`src/rtl/r2fft_pkg.sv`:
```
// shared types, widths and twiddle table for the radix-2 transform
`default_nettype none
package r2fft_pkg;

  localparam int SampleW = 16;
  localparam int BinW    = 19;
  localparam int TwW     = 17;
  localparam int ProdW   = TwW + BinW;
  localparam int ZW      = 23;
  localparam int WordW   = 2 * BinW;

  typedef logic signed [BinW-1:0]  bin_t;
  typedef logic signed [TwW-1:0]   tw_val_t;
  typedef logic signed [ProdW-1:0] prod_t;
  typedef logic signed [ZW-1:0]    z_t;

  typedef struct packed {
    tw_val_t c;
    tw_val_t s;
  } twiddle_t;

  // round(32768 * sin(2*pi*k/64)), k = 0..16
  function automatic tw_val_t sine_rom(input logic [4:0] k);
    tw_val_t v;
    case (k)
      5'd0:  v = 17'sd0;
      5'd1:  v = 17'sd3212;
      5'd2:  v = 17'sd6393;
      5'd3:  v = 17'sd9512;
      5'd4:  v = 17'sd12540;
      5'd5:  v = 17'sd15447;
      5'd6:  v = 17'sd18205;
      5'd7:  v = 17'sd20788;
      5'd8:  v = 17'sd23170;
      5'd9:  v = 17'sd25330;
      5'd10: v = 17'sd27246;
      5'd11: v = 17'sd28899;
      5'd12: v = 17'sd30274;
      5'd13: v = 17'sd31357;
      5'd14: v = 17'sd32138;
      5'd15: v = 17'sd32610;
      5'd16: v = 17'sd32768;
      default: v = 17'sd0;
    endcase
    return v;
  endfunction

  // angle 2*pi*i/64 for i in 0..31
  function automatic twiddle_t twiddle(input logic [4:0] i);
    twiddle_t t;
    if (i <= 5'd16) begin
      t.c = sine_rom(5'd16 - i);
      t.s = sine_rom(i);
    end else begin
      t.c = -sine_rom(i - 5'd16);
      t.s = sine_rom(5'd0 - i);
    end
    return t;
  endfunction

  function automatic bin_t sat_bin(input logic signed [ZW:0] x);
    bin_t r;
    if (x > (ZW+1)'(262143)) begin
      r = 19'sh3ffff;
    end else if (x < -(ZW+1)'(262144)) begin
      r = 19'sh40000;
    end else begin
      r = x[BinW-1:0];
    end
    return r;
  endfunction

  // (x + 1) >> 1 arithmetic
  function automatic bin_t half_round(input bin_t x);
    logic signed [BinW:0] t;
    t = (BinW+1)'(x) + (BinW+1)'(1);
    return t[BinW:1];
  endfunction

endpackage
`default_nettype wire

```
`src/rtl/r2fft_ram.sv`:
```
// generic single-write, single-read ram with registered read data
`default_nettype none
module r2fft_ram #(
  parameter int WIDTH = 38,
  parameter int DEPTH = 8
) (
  input  wire logic                     clk,
  input  wire logic                     we,
  input  wire logic [$clog2(DEPTH)-1:0] waddr,
  input  wire logic [WIDTH-1:0]         wdata,
  input  wire logic [$clog2(DEPTH)-1:0] raddr,
  output logic      [WIDTH-1:0]         rdata
);

  logic [WIDTH-1:0] mem [DEPTH];

  always_ff @(posedge clk) begin
    if (we) begin
      mem[waddr] <= wdata;
    end
    rdata <= mem[raddr];
  end

endmodule
`default_nettype wire

```
`src/rtl/radix2_complex_fft_ifft.sv`:
```
// top level: radix-2 decimation-in-time fft / ifft over one work ram
//
// channel   dir  fields (low bit first)                       request when
// s_axis    in   tdata: sample_re[15:0], sample_im[31:16]      tvalid & tready
//                tlast: sample_last
// m_axis    out  tdata: bin_re[18:0], bin_im[37:19], 0 pad    tvalid & tready
//                tlast: bin_last
// cfg       in   cfg_wdata: inverse_mode                      cfg_wen
//
// load writes samples at bit-reversed addresses; a short block is zero filled
// butterfly: rda, rdb, capb, 4 products on shared multiplier, rnd, wra, wrb
// unload reads the ram once per bin and waits while the output is stalled
// rst clears control state; ram contents are not cleared
`default_nettype none
module radix2_complex_fft_ifft #(
  parameter int POINTS = 8
) (
  input  wire logic        clk,
  input  wire logic        rst,
  input  wire logic        s_axis_tvalid,
  output logic             s_axis_tready,
  input  wire logic [31:0] s_axis_tdata,  // sample_re, sample_im
  input  wire logic        s_axis_tlast,
  output logic             m_axis_tvalid,
  input  wire logic        m_axis_tready,
  output logic      [39:0] m_axis_tdata,  // bin_re, bin_im, zero pad
  output logic             m_axis_tlast,
  input  wire logic        cfg_wen,
  input  wire logic        cfg_wdata
);

  localparam int AW = $clog2(POINTS);
  localparam int SW = (AW > 1) ? $clog2(AW) : 1;
  localparam int BW = r2fft_pkg::BinW;

  typedef enum logic [9:0] {
    ST_LOAD   = 10'b0000000001,
    ST_FILL   = 10'b0000000010,
    ST_RDA    = 10'b0000000100,
    ST_RDB    = 10'b0000001000,
    ST_CAPB   = 10'b0000010000,
    ST_MUL    = 10'b0000100000,
    ST_RND    = 10'b0001000000,
    ST_WRA    = 10'b0010000000,
    ST_WRB    = 10'b0100000000,
    ST_UNLOAD = 10'b1000000000
  } state_t;

  state_t state;
  logic inverse_mode;
  logic [AW-1:0] cnt;
  logic [AW-1:0] j;
  logic [SW-1:0] st;
  logic [1:0] mstep;
  logic [AW-1:0] ucnt;
  logic rd_pend;
  logic pend_last;

  r2fft_pkg::bin_t a_re, a_im, b_re, b_im;
  r2fft_pkg::prod_t p0, p1, p2, p3;
  r2fft_pkg::z_t zr, zi;

  logic we;
  logic [AW-1:0] waddr, raddr;
  logic [r2fft_pkg::WordW-1:0] wdata, rdata;

  function automatic logic [AW-1:0] bitrev(input logic [AW-1:0] x);
    logic [AW-1:0] r;
    for (int b = 0; b < AW; b++) begin
      r[b] = x[AW-1-b];
    end
    return r;
  endfunction

  // butterfly addressing, twiddle and arithmetic
  logic [AW-1:0] mask, jm, ia, ib;
  logic [AW:0] base;
  logic [5:0] tw_sh;
  r2fft_pkg::twiddle_t tw;
  r2fft_pkg::tw_val_t s_eff, mul_x;
  r2fft_pkg::bin_t mul_y;
  r2fft_pkg::prod_t prod;
  logic signed [r2fft_pkg::ProdW+1:0] zr_full, zi_full;
  logic signed [r2fft_pkg::ZW:0] sum_re, sum_im, dif_re, dif_im;
  logic in_req;

  always_comb begin
    mask  = ~({AW{1'b1}} << st);
    jm    = j & mask;
    base  = ({1'b0, j} >> st) << (st + SW'(1));
    ia    = base[AW-1:0] | jm;
    ib    = ia | (AW'(1) << st);
    tw_sh = 6'(jm) << (3'd5 - 3'(st));
    tw    = r2fft_pkg::twiddle(tw_sh[4:0]);
    s_eff = inverse_mode ? tw.s : -tw.s;
    mul_x = (mstep == 2'd0 || mstep == 2'd2) ? tw.c : s_eff;
    mul_y = (mstep == 2'd0 || mstep == 2'd3) ? b_re : b_im;
    prod  = r2fft_pkg::ProdW'(mul_x) * r2fft_pkg::ProdW'(mul_y);
    zr_full = (r2fft_pkg::ProdW+2)'(p0) - (r2fft_pkg::ProdW+2)'(p1)
              + (r2fft_pkg::ProdW+2)'(16384);
    zi_full = (r2fft_pkg::ProdW+2)'(p2) + (r2fft_pkg::ProdW+2)'(p3)
              + (r2fft_pkg::ProdW+2)'(16384);
    sum_re = (r2fft_pkg::ZW+1)'(a_re) + (r2fft_pkg::ZW+1)'(zr);
    sum_im = (r2fft_pkg::ZW+1)'(a_im) + (r2fft_pkg::ZW+1)'(zi);
    dif_re = (r2fft_pkg::ZW+1)'(a_re) - (r2fft_pkg::ZW+1)'(zr);
    dif_im = (r2fft_pkg::ZW+1)'(a_im) - (r2fft_pkg::ZW+1)'(zi);
  end

  assign s_axis_tready = (state == ST_LOAD);
  assign in_req = s_axis_tvalid && s_axis_tready;

  // ram port selection
  always_comb begin
    we    = 1'b0;
    waddr = bitrev(cnt);
    wdata = '0;
    raddr = ucnt;
    case (state)
      ST_LOAD: begin
        we    = in_req;
        wdata = {BW'(signed'(s_axis_tdata[31:16])), BW'(signed'(s_axis_tdata[15:0]))};
      end
      ST_FILL: begin
        we = 1'b1;
      end
      ST_RDA: begin
        raddr = ia;
      end
      ST_RDB: begin
        raddr = ib;
      end
      ST_WRA: begin
        we    = 1'b1;
        waddr = ia;
        wdata = {r2fft_pkg::sat_bin(sum_im), r2fft_pkg::sat_bin(sum_re)};
      end
      ST_WRB: begin
        we    = 1'b1;
        waddr = ib;
        wdata = {r2fft_pkg::sat_bin(dif_im), r2fft_pkg::sat_bin(dif_re)};
      end
      default: begin
      end
    endcase
  end

  r2fft_ram #(
    .WIDTH (r2fft_pkg::WordW),
    .DEPTH (POINTS)
  ) u_ram (
    .clk   (clk),
    .we    (we),
    .waddr (waddr),
    .wdata (wdata),
    .raddr (raddr),
    .rdata (rdata)
  );

  always_ff @(posedge clk) begin
    if (rst) begin
      inverse_mode <= 1'b0;
    end else if (cfg_wen) begin
      inverse_mode <= cfg_wdata;
    end
  end

  // datapath registers
  always_ff @(posedge clk) begin
    case (state)
      ST_RDB: begin
        a_re <= inverse_mode ? r2fft_pkg::half_round(rdata[BW-1:0]) : rdata[BW-1:0];
        a_im <= inverse_mode ? r2fft_pkg::half_round(rdata[2*BW-1:BW])
                             : rdata[2*BW-1:BW];
      end
      ST_CAPB: begin
        b_re <= inverse_mode ? r2fft_pkg::half_round(rdata[BW-1:0]) : rdata[BW-1:0];
        b_im <= inverse_mode ? r2fft_pkg::half_round(rdata[2*BW-1:BW])
                             : rdata[2*BW-1:BW];
      end
      ST_MUL: begin
        case (mstep)
          2'd0: p0 <= prod;
          2'd1: p1 <= prod;
          2'd2: p2 <= prod;
          default: p3 <= prod;
        endcase
      end
      ST_RND: begin
        zr <= zr_full[r2fft_pkg::ZW+14:15];
        zi <= zi_full[r2fft_pkg::ZW+14:15];
      end
      default: begin
      end
    endcase
  end

  // sequencer
  always_ff @(posedge clk) begin
    if (rst) begin
      state         <= ST_LOAD;
      cnt           <= '0;
      j             <= '0;
      st            <= '0;
      mstep         <= '0;
      ucnt          <= '0;
      rd_pend       <= 1'b0;
      pend_last     <= 1'b0;
      m_axis_tvalid <= 1'b0;
      m_axis_tlast  <= 1'b0;
    end else begin
      if (m_axis_tvalid && m_axis_tready) begin
        m_axis_tvalid <= 1'b0;
      end
      case (state)
        ST_LOAD: begin
          if (in_req) begin
            if (cnt == AW'(POINTS - 1)) begin
              cnt   <= '0;
              state <= ST_RDA;
            end else begin
              cnt <= cnt + AW'(1);
              if (s_axis_tlast) begin
                state <= ST_FILL;
              end
            end
          end
        end
        ST_FILL: begin
          if (cnt == AW'(POINTS - 1)) begin
            cnt   <= '0;
            state <= ST_RDA;
          end else begin
            cnt <= cnt + AW'(1);
          end
        end
        ST_RDA:  state <= ST_RDB;
        ST_RDB:  state <= ST_CAPB;
        ST_CAPB: begin
          mstep <= '0;
          state <= ST_MUL;
        end
        ST_MUL: begin
          mstep <= mstep + 2'd1;
          if (mstep == 2'd3) begin
            state <= ST_RND;
          end
        end
        ST_RND: state <= ST_WRA;
        ST_WRA: state <= ST_WRB;
        ST_WRB: begin
          if (j == AW'(POINTS / 2 - 1)) begin
            j <= '0;
            if (st == SW'(AW - 1)) begin
              st        <= '0;
              ucnt      <= '0;
              rd_pend   <= 1'b0;
              pend_last <= 1'b0;
              state     <= ST_UNLOAD;
            end else begin
              st    <= st + SW'(1);
              state <= ST_RDA;
            end
          end else begin
            j     <= j + AW'(1);
            state <= ST_RDA;
          end
        end
        ST_UNLOAD: begin
          if (rd_pend) begin
            // output register is known free here
            rd_pend       <= 1'b0;
            m_axis_tvalid <= 1'b1;
            m_axis_tdata  <= {2'b00, rdata};
            m_axis_tlast  <= pend_last;
            if (pend_last) begin
              state <= ST_LOAD;
            end
          end else if (!m_axis_tvalid || m_axis_tready) begin
            rd_pend   <= 1'b1;
            pend_last <= (ucnt == AW'(POINTS - 1));
            ucnt      <= ucnt + AW'(1);
          end
        end
        default: state <= ST_LOAD;
      endcase
    end
  end

  a_state_onehot: assert property (@(posedge clk) disable iff (rst) $onehot(state))
    else $error("state register lost its one-hot code");

  a_no_write_unload: assert property (@(posedge clk) disable iff (rst)
    (state == ST_UNLOAD || state == ST_RDA || state == ST_RDB) |-> !we)
    else $error("ram written while reading back results");

  a_pend_delivers: assert property (@(posedge clk) disable iff (rst)
    (state == ST_UNLOAD && rd_pend) |=> m_axis_tvalid)
    else $error("pending bin read not presented");

  a_fill_after_sample: assert property (@(posedge clk) disable iff (rst)
    (state == ST_FILL) |-> (cnt != '0))
    else $error("zero fill started with no sample loaded");

endmodule
`default_nettype wire
```
`config.mk`:
```
export PLATFORM = sky130hd
export DESIGN_NAME = radix2_complex_fft_ifft
export DESIGN_NICKNAME = d
export VERILOG_FILES = /design/src/rtl/r2fft_pkg.sv /design/src/rtl/r2fft_ram.sv /design/src/rtl/radix2_complex_fft_ifft.sv
export SDC_FILE = /design/constraint.sdc
export NUM_CORES = 2
export LEC_CHECK = 0
export ABC_AREA = 0
export BUFFER_PORTS_ARGS = -buffer_cell sky130_fd_sc_hd__buf_2
export CAP_MARGIN = 10
export CORE_UTILIZATION = 65
export DETAILED_ROUTE_END_ITERATION = 8
export GPL_TIMING_DRIVEN = 0
export HOLD_SLACK_MARGIN = 0.12
export MAX_ROUTING_LAYER = met4
export PLACE_DENSITY = 0.85
export SLEW_MARGIN = 20
export SYNTH_ARGS = -nofsm -noshare
export SYNTH_HDL_FRONTEND = slang
export SYNTH_HIERARCHICAL = 1
export SYNTH_SLANG_ARGS = --single-unit
export TNS_END_PERCENT = 50
```
`constraint.sdc`:
```
create_clock -name clk -period 12.1 [get_ports clk]
set_input_delay 2.42 -clock clk [delete_from_list [all_inputs] [get_ports clk]]
set_output_delay 2.42 -clock clk [all_outputs]
set_load 0.03 [all_outputs]
```
==> qor.yml <==
status: "complete, no violations"
crit_slowest_cell: "a32oi_2"
fin_util: 0.7304
grtUsageTotal: 0.3736
post-synth-top-area-cell: "edfxtp_1"
clkTransAtPathRegs_ns: 0.06
syn_area_mm2: 0.04569
skew_ns: 0.04584
cts.sinks: 674
slew_viol_final: 0
drt_pass1_iterations: 9
critPathLaunch: "st[1]"
placement.cell_area_mm2: 0.04786
max_freq_mhz: 86.17
yosysWarningCount: 6
synth_top_cells_by_area: "edfxtp_1 40%, fa_1 15%, ha_1 9.4%, inv_1 4.1%, mux4_2 3.7%"
worst_skew_pair.late_latency_ns: 0.63
synth_edf_count: 608
io_pins: 82
syn_avg_cell_area_um2: 11.66
cp-end-kind: "flop"
syn-instance-count: 3919
synth-xor-area-share: 0.02837
netlist_top_cells_count: "608 x edfxtp_1, 502 x inv_1, 401 x nor2_1"
ant_nets: 0
rr_startpoint: "st[1]"
critical-path-max-stage-delay_ns: 0.64
vias_per_cell: 6.465
finalCritPeriodShare: 0.9591
post-route-cell-area_mm2: 0.05045
p_per_area_mw_per_mm2: 101.1
die_w_um: 267.1
die-area_mm2: 0.07136
synth-compound-area-share: 0.09480
drive_above_1_share: 0.1185
routabilityCongestion: 1.022
hp-class: "flop to flop"
clockBufferDepth: 3
rr_worst_depth: 41
grt_pass1_vias: 33080
r2r_slack_ns: 0.49
min_period_ns: 11.61
drt-initial-drc-count: 3835
worstMarginPinSlew_ns: 1.247
max-vdd-ir-drop_uv: 112.2
yosysMostFrequentCell: "edfxtp_1"
synth-adder-area-share: 0.2389
ys_types: 93
dp_hpwl_um: 90560
htreeDepth: 3
start_util: 0.6616
ys_seq_elements: 674
coreArea_mm2: 0.06907
rr_endpoint: "p1[33]"
port_buffers: 79
setup_ws_ns: 0.4944
max-slew-margin-rel: 0.1447
clock-root-buffer: "clkbuf_16"
grt_pass1_wl_um: 191900
multi_input_area_mm2: 0.02400
p_leak_nw: 20.80
wl_um: 127000
postSynth.asyncResetShare: 0
post-place-ws_ns: -0.9969
yosysTopAreaCellShare: 0.3996
ff_latch_area_mm2: 0.01958
row_count: 96
ctsHoldBuffers: 0
cp_max_fo: 10
crit_required_ns: 12.42
maxCapViolCount: 0
fin_hold_ws_ns: 0.4603
die_h_um: 267.1
setup_viol: 0
crit_type: "flop to flop"
wl_per_cell_um: 24.89
finalHoldViolCount: 0
syn_to_final_growth_pct: 10.41
cts_tree: "done"
nFillCells: 4327
cts_buffers: 69
grt_antenna_before_repair: 3
startpoint_type: "flop"
nets: 4828
setup_tns_ns: 0
crit_end: "p1[33]"
synth_top_family_by_area: "adder cells"
vias: 32990
post-route-drc-count: 0
overflow: 0
grt_max_degree: 30
synthFlopType: "edfxtp_1"
synthSimpleGateAreaFrac: 0.09647
worstPathArrival_ns: 11.92
yosysSeqAreaShare: 0.4285
synthMuxAreaShare: 0.05923
## routing by layer
layer | track usage | share of wire | up-vias
met5 | - | 0 | -
met4 | 0.2314 | 0.077 | 0
met3 | 0.08257 | 0.11 | 651
met2 | 0.5830 | 0.46 | 2299
met1 | 0.4437 | 0.35 | 15950
li1 | - | - | 14090
## worst max-delay path: cells and delay by family, from the launching register on
family / cells / cell delay, ns
buffers and inverters: 10 / 1.55
flip-flops: 1 / 0.36
AO/OA/AOI/OAI: 11 / 2.58
XOR/XNOR: 1 / 0.17
AND/OR/NAND/NOR: 9 / 2.16
adder cells (fa/ha/maj): 10 / 4.48
## final cells by class
cell class              count  area share
clock buffers              90     0.03718
repair buffers            125     0.01915
flip-flops and latches    674      0.3881
diodes                      2  0.00009921
inverters                 506     0.03765
multi-input cells        2622      0.4758
well taps                 931     0.02309
clock inverters            36    0.008085
plain buffers             117     0.01086
## per-stage QoR
stage | power [mW] | instances
3_5_place_dp | 2.931 | 4967
5_1_grt | 5.190 | 5103
4_1_cts | 5.079 | 5094
6_report | 5.100 | 5103
3_3_place_gp | 2.910 | 4934
2_1_floorplan | 2.815 | 3924
## where the power goes
group / total [mW] / leakage (nW) / internal (mW) / switching, mW
logic: 0.258 / 13.6 / 0.0817 / 0.176
registers: 2.66 / 6.08 / 2.61 / 0.0564
clock network: 2.18 / 1.10 / 1.24 / 0.942
total: 5.10 / 20.8 / 3.93 / 1.17
## placed cells by master, fill, tap and decap left out, types with 11 or more instances in the layout
master       n
a211oi_1    22
a21boi_0    11
a21o_1      42
a21oi_1    192
a22oi_1     21
a31oi_1     13
and3_1      16
buf_2       97
buf_4       36
clkbuf_1    86
clkbuf_16   69
clkinv_1    11
dfxtp_1     66
edfxtp_1   608
fa_1       331
ha_1       343
inv_1      502
mux2_2      57
mux2i_1     20
mux2i_2     13
mux4_2      76
nand2_1    257
nand2b_1    56
nand3_1     78
nand4_1     14
nor2_1     392
nor2b_1     38
nor3_1      44
nor4_1      11
o211ai_1    23
o21a_1      29
o21ai_0    105
o21bai_1    25
xnor2_1    111
xor2_1      32
## timing repair
action,in CTS,in global routing
hold endpoints to repair,0,0
endpoints found under the setup margin,32,46
pin swaps,2,4
resized for setup,12,37
buffers inserted,1,12
## flip-flops by register name, indices dropped and copies added (netlist names), 10 cells and up
register      cells
u_ram/mem       304
m_axis_tdata     38
u_ram/rdata      38
p0               36
p1               36
p2               36
p3               36
zi               23
zr               23
a_im             19
a_re             19
b_im             19
b_re             19
state            10
## worst min path at each step
stage                                from                to  cells after the start
after floorplan           u_ram/rdata[12]  m_axis_tdata[12]                      0
after global placement       m_axis_tlast      m_axis_tlast                      2
after detailed placement     m_axis_tlast      m_axis_tlast                      2
after CTS                    m_axis_tlast      m_axis_tlast                      2
after global routing         m_axis_tlast      m_axis_tlast                      2
final                        m_axis_tlast      m_axis_tlast                      2
## logic make-up (layout without fill, tap and decap cells)
family | after synthesis | count (layout)
adders and majority gates | 674 | 674
and+or+nand+nor | 982 | 982
DFF | 674 | 674
muxes | 168 | 168
other | 2 | 9
AOI/OAI and AO/OA | 643 | 643
buffers and inverters | 628 | 874
xor gates and xnor gates | 148 | 148
Note: power is estimated with default switching activity, not from simulation.
